**config.mk**
```make
export PLATFORM = sky130hd
export DESIGN_NAME = convex_polygon_overlap_test_core
export DESIGN_NICKNAME = d
export VERILOG_FILES = /design/src/hw/rtl/cpo_pkg.sv /design/src/hw/rtl/cpo_cell.sv /design/src/hw/rtl/cpo_chain.sv /design/src/hw/rtl/convex_polygon_overlap_test_core.sv
export SDC_FILE = /design/constraint.sdc
export NUM_CORES = 2
export LEC_CHECK = 0
export BUFFER_PORTS_ARGS = -buffer_cell sky130_fd_sc_hd__buf_2
export CAP_MARGIN = 20
export CORE_MARGIN = 2
export CORE_UTILIZATION = 50
export CTS_CLUSTER_SIZE = 30
export DETAILED_ROUTE_END_ITERATION = 10
export GPL_TIMING_DRIVEN = 0
export PLACE_DENSITY_LB_ADDON = 0.12
export SKIP_CTS_REPAIR_TIMING = 1
export SLEW_MARGIN = 0
export SYNTH_ARGS = -nofsm -noshare
export SYNTH_HDL_FRONTEND = slang
export SYNTH_SLANG_ARGS = --single-unit
```
**constraint.sdc**
```tcl
create_clock -name clk -period 10.6 [get_ports clk]
set_input_delay 1.59 -clock clk [delete_from_list [all_inputs] [get_ports clk]]
set_output_delay 1.59 -clock clk [all_outputs]
set_load 0.02 [all_outputs]
```
**src/hw/rtl/cpo_pkg.sv**
```systemverilog
`timescale 1ns / 1ps

package cpo_pkg;

    typedef enum logic [3:0] {
        S_LOAD,
        S_START,
        S_AXIS,
        S_PROJ_OWN,
        S_PROJ_OTH,
        S_DRAIN,
        S_CMP,
        S_NEXT,
        S_OUT
    } state_t;

    typedef struct packed {
        logic load;
        logic shift;
    } cell_ctrl_t;

    typedef struct packed {
        logic load;
        logic rotate;
        logic clear;
    } chain_ctrl_t;

endpackage

```
**src/hw/rtl/cpo_cell.sv**
```systemverilog
`timescale 1ns / 1ps

module cpo_cell #(
    parameter int PW = 16
) (
    input  logic                 clk,
    input  cpo_pkg::cell_ctrl_t  ctrl,
    input  logic signed [PW-1:0] load_x,
    input  logic signed [PW-1:0] load_y,
    input  logic signed [PW-1:0] shift_x,
    input  logic signed [PW-1:0] shift_y,
    output logic signed [PW-1:0] x,
    output logic signed [PW-1:0] y
);

    logic signed [PW-1:0] x_reg;
    logic signed [PW-1:0] y_reg;

    always_ff @(posedge clk)
    begin
        if (ctrl.load)
        begin
            x_reg <= load_x;
            y_reg <= load_y;
        end
        else if (ctrl.shift)
        begin
            x_reg <= shift_x;
            y_reg <= shift_y;
        end
    end

    assign x = x_reg;
    assign y = y_reg;

endmodule

```
**src/hw/rtl/cpo_chain.sv**
```systemverilog
`timescale 1ns / 1ps

module cpo_chain #(
    parameter int MAX_VERTICES = 16,
    parameter int PW           = 16,
    parameter int CW           = 5
) (
    input  logic                 clk,
    input  logic                 rst_n,
    input  cpo_pkg::chain_ctrl_t ctrl,
    input  logic signed [PW-1:0] load_x,
    input  logic signed [PW-1:0] load_y,
    output logic [CW-1:0]        count,
    output logic                 full,
    output logic signed [PW-1:0] head_x,
    output logic signed [PW-1:0] head_y,
    output logic signed [PW-1:0] second_x,
    output logic signed [PW-1:0] second_y
);

    logic [CW-1:0]        count_reg;
    logic [CW-1:0]        count_next;
    logic signed [PW-1:0] xs [MAX_VERTICES];
    logic signed [PW-1:0] ys [MAX_VERTICES];

    assign full = (count_reg == CW'(MAX_VERTICES));

    // rotation wraps at the fill count, so the stored ring stays closed
    for (genvar i = 0; i < MAX_VERTICES; i++)
    begin : g_cell
        cpo_pkg::cell_ctrl_t  cc;
        logic signed [PW-1:0] sx;
        logic signed [PW-1:0] sy;

        assign cc.load  = ctrl.load && !full && (count_reg == CW'(i));
        assign cc.shift = ctrl.rotate;

        if (i == MAX_VERTICES - 1)
        begin : g_end
            assign sx = xs[0];
            assign sy = ys[0];
        end
        else
        begin : g_mid
            assign sx = (count_reg == CW'(i + 1)) ? xs[0] : xs[i+1];
            assign sy = (count_reg == CW'(i + 1)) ? ys[0] : ys[i+1];
        end

        cpo_cell #(
            .PW(PW)
        ) u_cell (
            .clk     (clk),
            .ctrl    (cc),
            .load_x  (load_x),
            .load_y  (load_y),
            .shift_x (sx),
            .shift_y (sy),
            .x       (xs[i]),
            .y       (ys[i])
        );
    end

    always_comb
    begin
        count_next = count_reg;
        if (ctrl.clear)
            count_next = '0;
        else if (ctrl.load && !full)
            count_next = count_reg + CW'(1);
    end

    always_ff @(posedge clk or negedge rst_n)
    begin
        if (!rst_n)
            count_reg <= '0;
        else
            count_reg <= count_next;
    end

    assign count    = count_reg;
    assign head_x   = xs[0];
    assign head_y   = ys[0];
    assign second_x = (count_reg == CW'(1)) ? xs[0] : xs[1];
    assign second_y = (count_reg == CW'(1)) ? ys[0] : ys[1];

endmodule

```
**src/hw/rtl/convex_polygon_overlap_test_core.sv**
```systemverilog
`timescale 1ns / 1ps

// Convex polygon overlap test, separating axis method on integer points.
// Input words (s_*): one vertex per word; tuser picks polygon A (0) or B (1),
// tlast marks the final vertex of the pair and starts the test. Vertices past
// MAX_VERTICES for a polygon are dropped and flagged as overflow.
// Output words (m_*): one per test, collide in bit 0, overflow in bit 1.
// Each polygon sits in a ring of vertex cells; the ring rotates so one shared
// pair of multipliers projects the head vertex each cycle of a projection pass.
// Loading accepts vertex words while no test runs. For each edge of each polygon
// the test forms the axis, projects every vertex of both polygons, drains the
// projection pipeline, compares the two spans and advances to the next edge; a
// zero-length edge is skipped. It ends early on the first separating axis.
// s_tready is low while a test runs. A finished result is held in the output
// register; if the receiver stalls, vertex words for the next pair are still
// taken, and a following test waits only to hand over its own result.
// Reset clears the vertex counts, the overflow flag and the output valid.

module convex_polygon_overlap_test_core #(
    parameter int MAX_VERTICES = 16,
    parameter int COORD_BITS   = 16
) (
    input  logic        clk,
    input  logic        rst_n,
    input  logic        s_tvalid,
    output logic        s_tready,
    input  logic [31:0] s_tdata,   // [15:0] vertex_x, [31:16] vertex_y
    input  logic        s_tuser,   // [0] poly_select
    input  logic        s_tlast,
    output logic        m_tvalid,
    input  logic        m_tready,
    output logic [7:0]  m_tdata    // [0] collide, [1] overflow, [7:2] zero
);

    localparam int PW = (COORD_BITS < 16) ? COORD_BITS : 16;
    localparam int AW = PW + 1;
    localparam int MW = 2 * PW + 1;
    localparam int DW = 2 * PW + 2;
    localparam int CW = $clog2(MAX_VERTICES + 1);

    cpo_pkg::state_t      state_reg, state_next;
    logic                 shape_reg, shape_next;
    logic [CW-1:0]        edge_reg, edge_next;
    logic [CW-1:0]        proj_reg, proj_next;
    logic                 col_reg, col_next;
    logic                 ovf_reg;
    logic                 res_ovf_reg;
    logic                 m_tvalid_reg;
    logic                 m_col_reg;
    logic                 m_ovf_reg;
    logic signed [AW-1:0] ax_reg, ay_reg;
    logic                 p_valid_reg, p_span_reg, p_first_reg;
    logic signed [MW-1:0] prod_x_reg, prod_y_reg;
    logic signed [DW-1:0] lo1_reg, hi1_reg, lo2_reg, hi2_reg;

    logic                 s_acc;
    logic                 issue, issue_oth, rot_own, rot_oth, clr;
    logic                 axis_load, out_load;
    logic signed [PW-1:0] in_x, in_y;
    cpo_pkg::chain_ctrl_t ctrl_a, ctrl_b;
    logic [CW-1:0]        cnt_a, cnt_b;
    logic                 full_a, full_b;
    logic signed [PW-1:0] a_hx, a_hy, a_sx, a_sy, b_hx, b_hy, b_sx, b_sy;
    logic [CW-1:0]        n_own, n_oth;
    logic signed [PW-1:0] own_hx, own_hy, own_sx, own_sy, pr_x, pr_y;
    logic signed [AW-1:0] dx, dy;
    logic signed [MW-1:0] px_ext, py_ext, ax_ext, ay_ext;
    logic signed [DW-1:0] dot;
    logic                 ovf_hit;

    assign s_tready = (state_reg == cpo_pkg::S_LOAD);
    assign s_acc    = s_tvalid && s_tready;
    assign in_x     = s_tdata[PW-1:0];
    assign in_y     = s_tdata[16+PW-1:16];
    assign ovf_hit  = s_tuser ? full_b : full_a;

    assign ctrl_a.load   = s_acc && !s_tuser;
    assign ctrl_b.load   = s_acc && s_tuser;
    assign ctrl_a.rotate = shape_reg ? rot_oth : rot_own;
    assign ctrl_b.rotate = shape_reg ? rot_own : rot_oth;
    assign ctrl_a.clear  = clr;
    assign ctrl_b.clear  = clr;

    cpo_chain #(
        .MAX_VERTICES (MAX_VERTICES),
        .PW           (PW),
        .CW           (CW)
    ) u_chain_a (
        .clk      (clk),
        .rst_n    (rst_n),
        .ctrl     (ctrl_a),
        .load_x   (in_x),
        .load_y   (in_y),
        .count    (cnt_a),
        .full     (full_a),
        .head_x   (a_hx),
        .head_y   (a_hy),
        .second_x (a_sx),
        .second_y (a_sy)
    );

    cpo_chain #(
        .MAX_VERTICES (MAX_VERTICES),
        .PW           (PW),
        .CW           (CW)
    ) u_chain_b (
        .clk      (clk),
        .rst_n    (rst_n),
        .ctrl     (ctrl_b),
        .load_x   (in_x),
        .load_y   (in_y),
        .count    (cnt_b),
        .full     (full_b),
        .head_x   (b_hx),
        .head_y   (b_hy),
        .second_x (b_sx),
        .second_y (b_sy)
    );

    assign n_own  = shape_reg ? cnt_b : cnt_a;
    assign n_oth  = shape_reg ? cnt_a : cnt_b;
    assign own_hx = shape_reg ? b_hx : a_hx;
    assign own_hy = shape_reg ? b_hy : a_hy;
    assign own_sx = shape_reg ? b_sx : a_sx;
    assign own_sy = shape_reg ? b_sy : a_sy;
    assign dx     = AW'(own_sx) - AW'(own_hx);
    assign dy     = AW'(own_sy) - AW'(own_hy);

    // projected point: head of own ring, or of the other ring
    assign pr_x   = (issue_oth != shape_reg) ? b_hx : a_hx;
    assign pr_y   = (issue_oth != shape_reg) ? b_hy : a_hy;
    assign px_ext = MW'(pr_x);
    assign py_ext = MW'(pr_y);
    assign ax_ext = MW'(ax_reg);
    assign ay_ext = MW'(ay_reg);
    assign dot    = DW'(prod_x_reg) + DW'(prod_y_reg);

    always_comb
    begin
        state_next = state_reg;
        shape_next = shape_reg;
        edge_next  = edge_reg;
        proj_next  = proj_reg;
        col_next   = col_reg;
        issue      = 1'b0;
        issue_oth  = 1'b0;
        rot_own    = 1'b0;
        rot_oth    = 1'b0;
        clr        = 1'b0;
        axis_load  = 1'b0;
        out_load   = 1'b0;
        unique case (state_reg)
            cpo_pkg::S_LOAD:
            begin
                if (s_acc && s_tlast)
                    state_next = cpo_pkg::S_START;
            end
            cpo_pkg::S_START:
            begin
                shape_next = 1'b0;
                edge_next  = '0;
                if (cnt_a == '0 || cnt_b == '0)
                begin
                    col_next   = 1'b0;
                    state_next = cpo_pkg::S_OUT;
                end
                else
                    state_next = cpo_pkg::S_AXIS;
            end
            cpo_pkg::S_AXIS:
            begin
                proj_next = '0;
                if (dx == '0 && dy == '0)
                    state_next = cpo_pkg::S_NEXT;
                else
                begin
                    axis_load  = 1'b1;
                    state_next = cpo_pkg::S_PROJ_OWN;
                end
            end
            cpo_pkg::S_PROJ_OWN:
            begin
                issue   = 1'b1;
                rot_own = 1'b1;
                if (proj_reg == n_own - CW'(1))
                begin
                    proj_next  = '0;
                    state_next = cpo_pkg::S_PROJ_OTH;
                end
                else
                    proj_next = proj_reg + CW'(1);
            end
            cpo_pkg::S_PROJ_OTH:
            begin
                issue     = 1'b1;
                issue_oth = 1'b1;
                rot_oth   = 1'b1;
                if (proj_reg == n_oth - CW'(1))
                    state_next = cpo_pkg::S_DRAIN;
                else
                    proj_next = proj_reg + CW'(1);
            end
            cpo_pkg::S_DRAIN:
            begin
                state_next = cpo_pkg::S_CMP;
            end
            cpo_pkg::S_CMP:
            begin
                if (!(hi2_reg >= lo1_reg && hi1_reg >= lo2_reg))
                begin
                    col_next   = 1'b0;
                    state_next = cpo_pkg::S_OUT;
                end
                else
                    state_next = cpo_pkg::S_NEXT;
            end
            cpo_pkg::S_NEXT:
            begin
                rot_own = 1'b1;
                if (edge_reg == n_own - CW'(1))
                begin
                    edge_next = '0;
                    if (shape_reg)
                    begin
                        col_next   = 1'b1;
                        state_next = cpo_pkg::S_OUT;
                    end
                    else
                    begin
                        shape_next = 1'b1;
                        state_next = cpo_pkg::S_AXIS;
                    end
                end
                else
                begin
                    edge_next  = edge_reg + CW'(1);
                    state_next = cpo_pkg::S_AXIS;
                end
            end
            cpo_pkg::S_OUT:
            begin
                if (!m_tvalid_reg || m_tready)
                begin
                    out_load   = 1'b1;
                    clr        = 1'b1;
                    state_next = cpo_pkg::S_LOAD;
                end
            end
        endcase
    end

    always_ff @(posedge clk or negedge rst_n)
    begin
        if (!rst_n)
        begin
            state_reg    <= cpo_pkg::S_LOAD;
            shape_reg    <= 1'b0;
            edge_reg     <= '0;
            proj_reg     <= '0;
            col_reg      <= 1'b0;
            ovf_reg      <= 1'b0;
            m_tvalid_reg <= 1'b0;
            p_valid_reg  <= 1'b0;
        end
        else
        begin
            state_reg   <= state_next;
            shape_reg   <= shape_next;
            edge_reg    <= edge_next;
            proj_reg    <= proj_next;
            col_reg     <= col_next;
            p_valid_reg <= issue;
            if (s_acc)
                ovf_reg <= s_tlast ? 1'b0 : (ovf_reg || ovf_hit);
            if (out_load)
                m_tvalid_reg <= 1'b1;
            else if (m_tready)
                m_tvalid_reg <= 1'b0;
        end
    end

    always_ff @(posedge clk)
    begin
        if (s_acc && s_tlast)
            res_ovf_reg <= ovf_reg || ovf_hit;
        if (axis_load)
        begin
            ax_reg <= -dy;
            ay_reg <= dx;
        end
        p_span_reg  <= issue_oth;
        p_first_reg <= (proj_reg == '0);
        prod_x_reg  <= px_ext * ax_ext;
        prod_y_reg  <= py_ext * ay_ext;
        if (p_valid_reg)
        begin
            if (!p_span_reg)
            begin
                if (p_first_reg || dot < lo1_reg)
                    lo1_reg <= dot;
                if (p_first_reg || dot > hi1_reg)
                    hi1_reg <= dot;
            end
            else
            begin
                if (p_first_reg || dot < lo2_reg)
                    lo2_reg <= dot;
                if (p_first_reg || dot > hi2_reg)
                    hi2_reg <= dot;
            end
        end
        if (out_load)
        begin
            m_col_reg <= col_reg;
            m_ovf_reg <= res_ovf_reg;
        end
    end

    assign m_tvalid = m_tvalid_reg;
    assign m_tdata  = {6'b0, m_ovf_reg, m_col_reg};

    a_count_bound: assert property (@(posedge clk) disable iff (!rst_n)
        cnt_a <= CW'(MAX_VERTICES) && cnt_b <= CW'(MAX_VERTICES))
        else $error("vertex count beyond storage");

    a_test_start: assert property (@(posedge clk) disable iff (!rst_n)
        (s_acc && s_tlast) |=> state_reg == cpo_pkg::S_START)
        else $error("test did not start after final vertex");

    a_pipe_state: assert property (@(posedge clk) disable iff (!rst_n)
        p_valid_reg |-> (state_reg == cpo_pkg::S_PROJ_OWN ||
                         state_reg == cpo_pkg::S_PROJ_OTH ||
                         state_reg == cpo_pkg::S_DRAIN))
        else $error("projection in flight outside a pass");

    a_edge_bound: assert property (@(posedge clk) disable iff (!rst_n)
        (state_reg == cpo_pkg::S_AXIS) |-> (edge_reg < n_own))
        else $error("edge index past polygon size");

endmodule

```
After elaboration in Yosys (flattened, before gate mapping)
Index checks and enable logic that the tools add are counted.
{"block": "totals", "output_inout_bits": 10, "word_cells": 499, "regBits": 1294, "in_bits": 38}
{"block": "op_classes", "n_addsub": 10, "n_lt_le_gt_ge": 6, "n_eq_ne": 53, "mul": 2, "bitwise_logic": 1, "reduce_logical": 105, "muxes": 235}
{"op": "$mux W16", "n": 194}
{"op": "$eq A5 B4 Y1 const B", "n": 16}
{"op": "$reduce_bool A2 Y1", "n": 36}
{"op": "$ge A34 B34 Y1", "n": 2}
{"op": "$gt A34 B34 Y1", "n": 2}
{"op": "$lt A34 B34 Y1", "n": 2}
{"op": "$mul A16 B17 Y33", "n": 2}
{"op": "$mux W5", "n": 9}
{"op": "$eq A5 B3 Y1 const B", "n": 8}
{"op": "$logic_and A1 B1 Y1", "n": 40}
{"op": "$pmux W4 S9", "n": 1}
{"op": "$add A33 B33 Y34", "n": 1}
{"op": "$logic_not A17 Y1", "n": 2}
{"op": "$sub A16 B16 Y17", "n": 2}
{"op": "$mux W4", "n": 8}
{"op": "$add A5 B1 Y5 const B", "n": 4}
{"op": "$eq A5 B2 Y1 const B", "n": 4}
{"op": "$mux W1", "n": 18}
{"op": "$neg A17 Y17", "n": 1}
{"op": "$eq A4 B3 Y1 const B", "n": 4}
{"op": "$ne A2 B2 Y1 const B", "n": 8}
{"op": "$eq A5 B5 Y1", "n": 3}
{"op": "$logic_not A5 Y1", "n": 3}
{"op": "$pmux W5 S3", "n": 1}
{"op": "22 further kinds", "n": 41}

Depth between registers and ports, before layout
{"block": "logic_depth", "depth_word": 8, "mapped_depth": 30}

Hierarchy
A second synthesis with hierarchy kept.
{"block": "unflattened", "hier_cells": 7363, "area_unflattened_um2": 98897.4}
{"module": "cpo_cell", "n_inst": 32, "area_per_inst_um2": 1507.7, "seq_area_each_um2": 960.9, "cells_each": 69}
{"module": "convex_polygon_overlap_test_core", "n_inst": 1, "area_per_inst_um2": 37716.2, "seq_area_each_um2": 7031.7, "cells_each": 3881}
{"module": "cpo_chain (u_chain_a)", "n_inst": 1, "area_per_inst_um2": 6471.2, "seq_area_each_um2": 125.1, "cells_each": 637}
{"module": "cpo_chain (u_chain_b)", "n_inst": 1, "area_per_inst_um2": 6463.7, "seq_area_each_um2": 125.1, "cells_each": 637}

Least setup slack after synthesis
Ideal clock, no wire load.
{"block": "synth_path", "kind": "flip-flop to flip-flop", "start": "register state_reg[2]", "end": "register prod_x_reg[31]", "setup_ns": 0.062, "period_less_slack_ns": 7.462, "path_stages_with_launch": 30, "arrival_ns": 7.400, "slack_ns": 3.138, "required_time_ns": 10.538, "cell_sequence": "dfrtp_1 > buf_2 > nor2b_1 > nand2_1 > inv_1 > xnor2_1 > buf_2 > mux2i_1 > clkbuf_1 > nor2b_1 > fa_1 > inv_1 > fa_1 > fa_1 > inv_1 > fa_1 > fa_1 > inv_1 > fa_1 > inv_1 > ha_1 > a21o_1 > a21oi_1 > o21ai_0 > a221oi_2 > o21ai_1 > a31oi_1 > o21bai_1 > or4_1 > nand3_1"}
{"block": "synth_via", "elab_chain_cells": 5}
{"item": "from (decl)", "line": "convex_polygon_overlap_test_core.sv:41", "text": "cpo_pkg::state_t state_reg, state_next;"}
{"item": "from (signal assigned)", "line": "convex_polygon_overlap_test_core.sv:256", "text": "state_reg <= cpo_pkg::S_LOAD;"}
{"item": "from (signal assigned)", "line": "convex_polygon_overlap_test_core.sv:267", "text": "state_reg <= state_next;"}
{"item": "$eq A4 B3 Y1", "line": "convex_polygon_overlap_test_core.sv:152", "text": "unique case (state_reg)"}
{"item": "$mux W1", "line": "convex_polygon_overlap_test_core.sv:152"}
{"item": "net issue_oth", "line": "convex_polygon_overlap_test_core.sv:57", "text": "logic issue, issue_oth, rot_own, rot_oth, clr;"}
{"item": "$ne A1 B1 Y1", "line": "convex_polygon_overlap_test_core.sv:130", "text": "assign pr_x = (issue_oth != shape_reg) ? b_hx : a_hx;"}
{"item": "$mux W16", "line": "convex_polygon_overlap_test_core.sv:130"}
{"item": "$mul A16 B17 Y33", "line": "convex_polygon_overlap_test_core.sv:293", "text": "prod_x_reg <= px_ext * ax_ext;"}
{"item": "to (signal assigned)", "line": "convex_polygon_overlap_test_core.sv:293"}
{"item": "to (decl)", "line": "convex_polygon_overlap_test_core.sv:53", "text": "logic signed [MW-1:0] prod_x_reg, prod_y_reg;"}
The timed path passes the listed nets, and every way through them passes these cells.
A chain may end at the register's enable or synchronous reset.

Worst setup path after layout
{"block": "layout_path", "start": "register state_reg[2]", "end": "register prod_y_reg[29]"}
{"block": "layout_via", "elab_chain_cells": 5}
{"item": "$eq A4 B3 Y1", "line": "convex_polygon_overlap_test_core.sv:152"}
{"item": "$mux W1", "line": "convex_polygon_overlap_test_core.sv:152"}
{"item": "net issue_oth", "line": "convex_polygon_overlap_test_core.sv:57"}
{"item": "$ne A1 B1 Y1", "line": "convex_polygon_overlap_test_core.sv:131", "text": "assign pr_y = (issue_oth != shape_reg) ? b_hy : a_hy;"}
{"item": "$mux W16", "line": "convex_polygon_overlap_test_core.sv:131"}
{"item": "$mul A16 B17 Y33", "line": "convex_polygon_overlap_test_core.sv:294", "text": "prod_y_reg <= py_ext * ay_ext;"}
{"item": "to (signal assigned)", "line": "convex_polygon_overlap_test_core.sv:294"}
{"item": "to (decl)", "line": "convex_polygon_overlap_test_core.sv:53"}
The timed path passes the listed nets, and every way through them passes these cells.

==> impl_metrics.toml <==
[worst_setup_path]
crit_arrival_ns = 10.60
crit_end = "prod_y_reg[29]$_DFF_P_"
worst_r2r_startpoint = "state_reg[2]$_DFFE_PN0P_"
cpPeakStageDelay_ns = 0.93
end_kind = "register"
reg2reg_depth = 31
startpoint = "state_reg[2]$_DFFE_PN0P_"
start_kind = "register"
critical_path_class = "reg2reg"
regToRegSetupSlack_ns = 0.57
worstPathRequired_ns = 11.17
critical-path-slowest-cell = "xnor2_1"
r2r-end = "prod_y_reg[29]$_DFF_P_"
critPathMaxFanout = 10

[floorplan]
fp.dieArea_um2 = 184000
initial_core_util_pct = 50.2
io_pins = 48
die_w_um = 429
rows = 156
dieHeight_um = 429
core_um2 = 180000

[detailed_routing]
dr.pass1.iters = 7
drc = 0
drt-vias-per-instance = 5.68
drt-initial-drc-count = 5724
wl_per_cell_um = 24.2
via_count = 64228
antenna_left = 0
routed_wl_mm = 274

[clocking]
cts-root-buf = "clkbuf_16"
clock-sinks = 1294
cts_max_path_buffers = 3
insertion_delay_ns = 0.83
cts_tree = "yes"
cts_max_level = 4
cts_buffers = 150
path_clk_slew_ns = 0.06

[yosys]
synth_flop_cell = "edfxtp_1"
async_flop_share_pct = 2.24
synth-seq-cells = 1294
netlist_area_um2 = 90500
synth_edf_count = 1197
synthCells = 8550
yosysUniqueCellTypes = 88
ys_seq_area_share_pct = 42.0
postSynthAreaPerCell_um2 = 10.6
yosysWarnings = 0

[timing]
report.final.hold_viol_count = 0
timing.fmax_mhz = 99.7
worstMarginPinSlew_ns = 1.28
slew-limit-headroom_pct = 13.9
finalSetupViolations = 0
post-route-min-period_ns = 10.03
rsz0062_at_grt = "false"
drv_slew = 0
fin_setup_tns_ns = 0
skew_ns = 0.0589
post-route-period-util_pct = 94.6

[global_routing]
grt-ovfl-total = 0
antenna_found_initial = 22
grt_pass1_wl_mm = 411
grt_usage_pct = 29.6
grt_max_degree = 35
grt_pass1_vias = 65604

[layout]
final_nets = 9831
drive_above_1_share_pct = 5.32
areaGrowthSynthToFinish_pct = 9.86

[placed_design]
io_buffers = 41
dp_hpwl_mm = 221
place_congestion = 0.959

[status]
status = "complete, no violations"

[flow_run]
max_cap_viol_count = 0

[worst_hold_path]
min_path_type = "reg2reg"
[critical path: cells and delay by family, from the launching register on]
family                   cells  cell delay, ns
buffers and inverters       10            2.23
AO/OA/AOI/OAI                7            1.29
XOR/XNOR                     2            1.14
flip-flops                   1            0.31
multiplexers                 1            0.53
AND/OR/NAND/NOR              4            0.84
adder cells (fa/ha/maj)      7            3.41
[cell usage in the layout, fill, tap and decap left out, types with 21 or more instances in the layout]
cell / n
buf_2: 51
dfxtp_1: 68
buf_1: 87
nor3_1: 50
and3_1: 23
a21o_1: 121
inv_1: 771
clkbuf_1: 588
clkinv_1: 21
nand2b_1: 53
nand2_1: 708
nand3_1: 31
edfxtp_1: 1197
ha_1: 452
nand4_1: 55
o21a_1: 23
a21oi_1: 746
nor2b_1: 176
mux2_2: 90
fa_1: 555
nor2_1: 736
mux2i_1: 1035
xnor2_1: 110
xor2_1: 54
clkinv_2: 26
o21ai_0: 447
dfrtp_1: 29
and2_1: 137
clkbuf_16: 154
[layer usage]
metal / part of all wire (%) / track usage (%)
met1: 40 / 37.5
met2: 49 / 50.4
met3: 5.7 / 3.92
met4: 5.2 / 14.0
met5: 0.022 / 0
[worst min path at each step]
| stage | start | end | slack (ns) | cells after the start |
|---|---|---|---|---|
| floorplan | res_ovf_reg$_DFFE_PP_ | m_ovf_reg$_DFFE_PP_ | 0.40 | 0 |
| global placement | res_ovf_reg$_DFFE_PP_ | m_ovf_reg$_DFFE_PP_ | 0.41 | 0 |
| detailed placement | res_ovf_reg$_DFFE_PP_ | m_ovf_reg$_DFFE_PP_ | 0.42 | 0 |
| CTS | res_ovf_reg$_DFFE_PP_ | m_ovf_reg$_DFFE_PP_ | 0.42 | 0 |
| global route | res_ovf_reg$_DFFE_PP_ | m_ovf_reg$_DFFE_PP_ | 0.43 | 0 |
| finish | res_ovf_reg$_DFFE_PP_ | m_ovf_reg$_DFFE_PP_ | 0.42 | 0 |
[logic make-up after synthesis]
group	count (synthesis)	share of synthesized area, %
compound gates	1467	8.99
xor+xnor	164	1.59
fa+ha+maj	1007	18.5
buf+inv	1426	5.98
flops	1294	42.0
mux	1132	12.6
other cells	1	0.00415
simple gates	2059	10.2
[cells in the mapped netlist, types with 7 or more instances]
cell type | number | area share, %
a211oi_1 | 12 | 0.10
or2_2 | 14 | 0.097
and3_1 | 24 | 0.17
nand4_1 | 55 | 0.38
o21bai_1 | 11 | 0.091
and2_1 | 137 | 0.95
nor3b_1 | 8 | 0.066
nor3_1 | 50 | 0.28
o31ai_1 | 7 | 0.058
dfxtp_1 | 68 | 1.5
o21ai_0 | 447 | 2.5
dfrtp_1 | 29 | 0.80
a31oi_1 | 10 | 0.069
a21oi_1 | 747 | 4.1
inv_1 | 771 | 3.2
a211o_1 | 7 | 0.068
nor2_1 | 736 | 3.1
nor2b_1 | 176 | 1.2
a31o_2 | 9 | 0.087
clkbuf_1 | 549 | 2.3
buf_4 | 8 | 0.066
mux2_2 | 90 | 1.1
ha_1 | 452 | 6.3
o211ai_1 | 7 | 0.058
or3_1 | 14 | 0.097
buf_1 | 87 | 0.36
xnor2_1 | 110 | 1.1
a21o_1 | 121 | 1.0
mux2i_1 | 1042 | 12
edfxtp_1 | 1197 | 40
nand2_1 | 713 | 3.0
nor4_1 | 8 | 0.055
nand2b_1 | 64 | 0.44
xor2_1 | 54 | 0.52
o21a_1 | 23 | 0.19
fa_1 | 555 | 12
nand3_1 | 31 | 0.17
buf_2 | 7 | 0.039
[metrics by stage]
step                      utilization, %  hold WS (ns)  setup slack, ns  cells  cell area (um2)
after CTS                           55.1         0.419            0.441  11275            99300
after floorplan                        -         0.400             3.14   8555            90500
final                               55.1         0.421            0.569  11298            99400
after detailed placement            52.4         0.416            0.483  11001            94500
after global placement              51.9         0.406            -1.53  10966            93700
after global routing                55.1         0.435            0.251  11294            99400
[area by class of cell]
cell class,count,area (um2)
tap,2370,2970
inverter,773,2900
clock buffer,196,4040
buffer,653,2510
sequential,1294,38000
timing repair buffer,79,930
fill,15836,81000
clock inverter,78,806
antenna,20,50.0
multi-input combinational,5835,47100
Power is not shown: default switching activity piles up to over one toggle a cycle in this logic, so the estimate is an artifact.
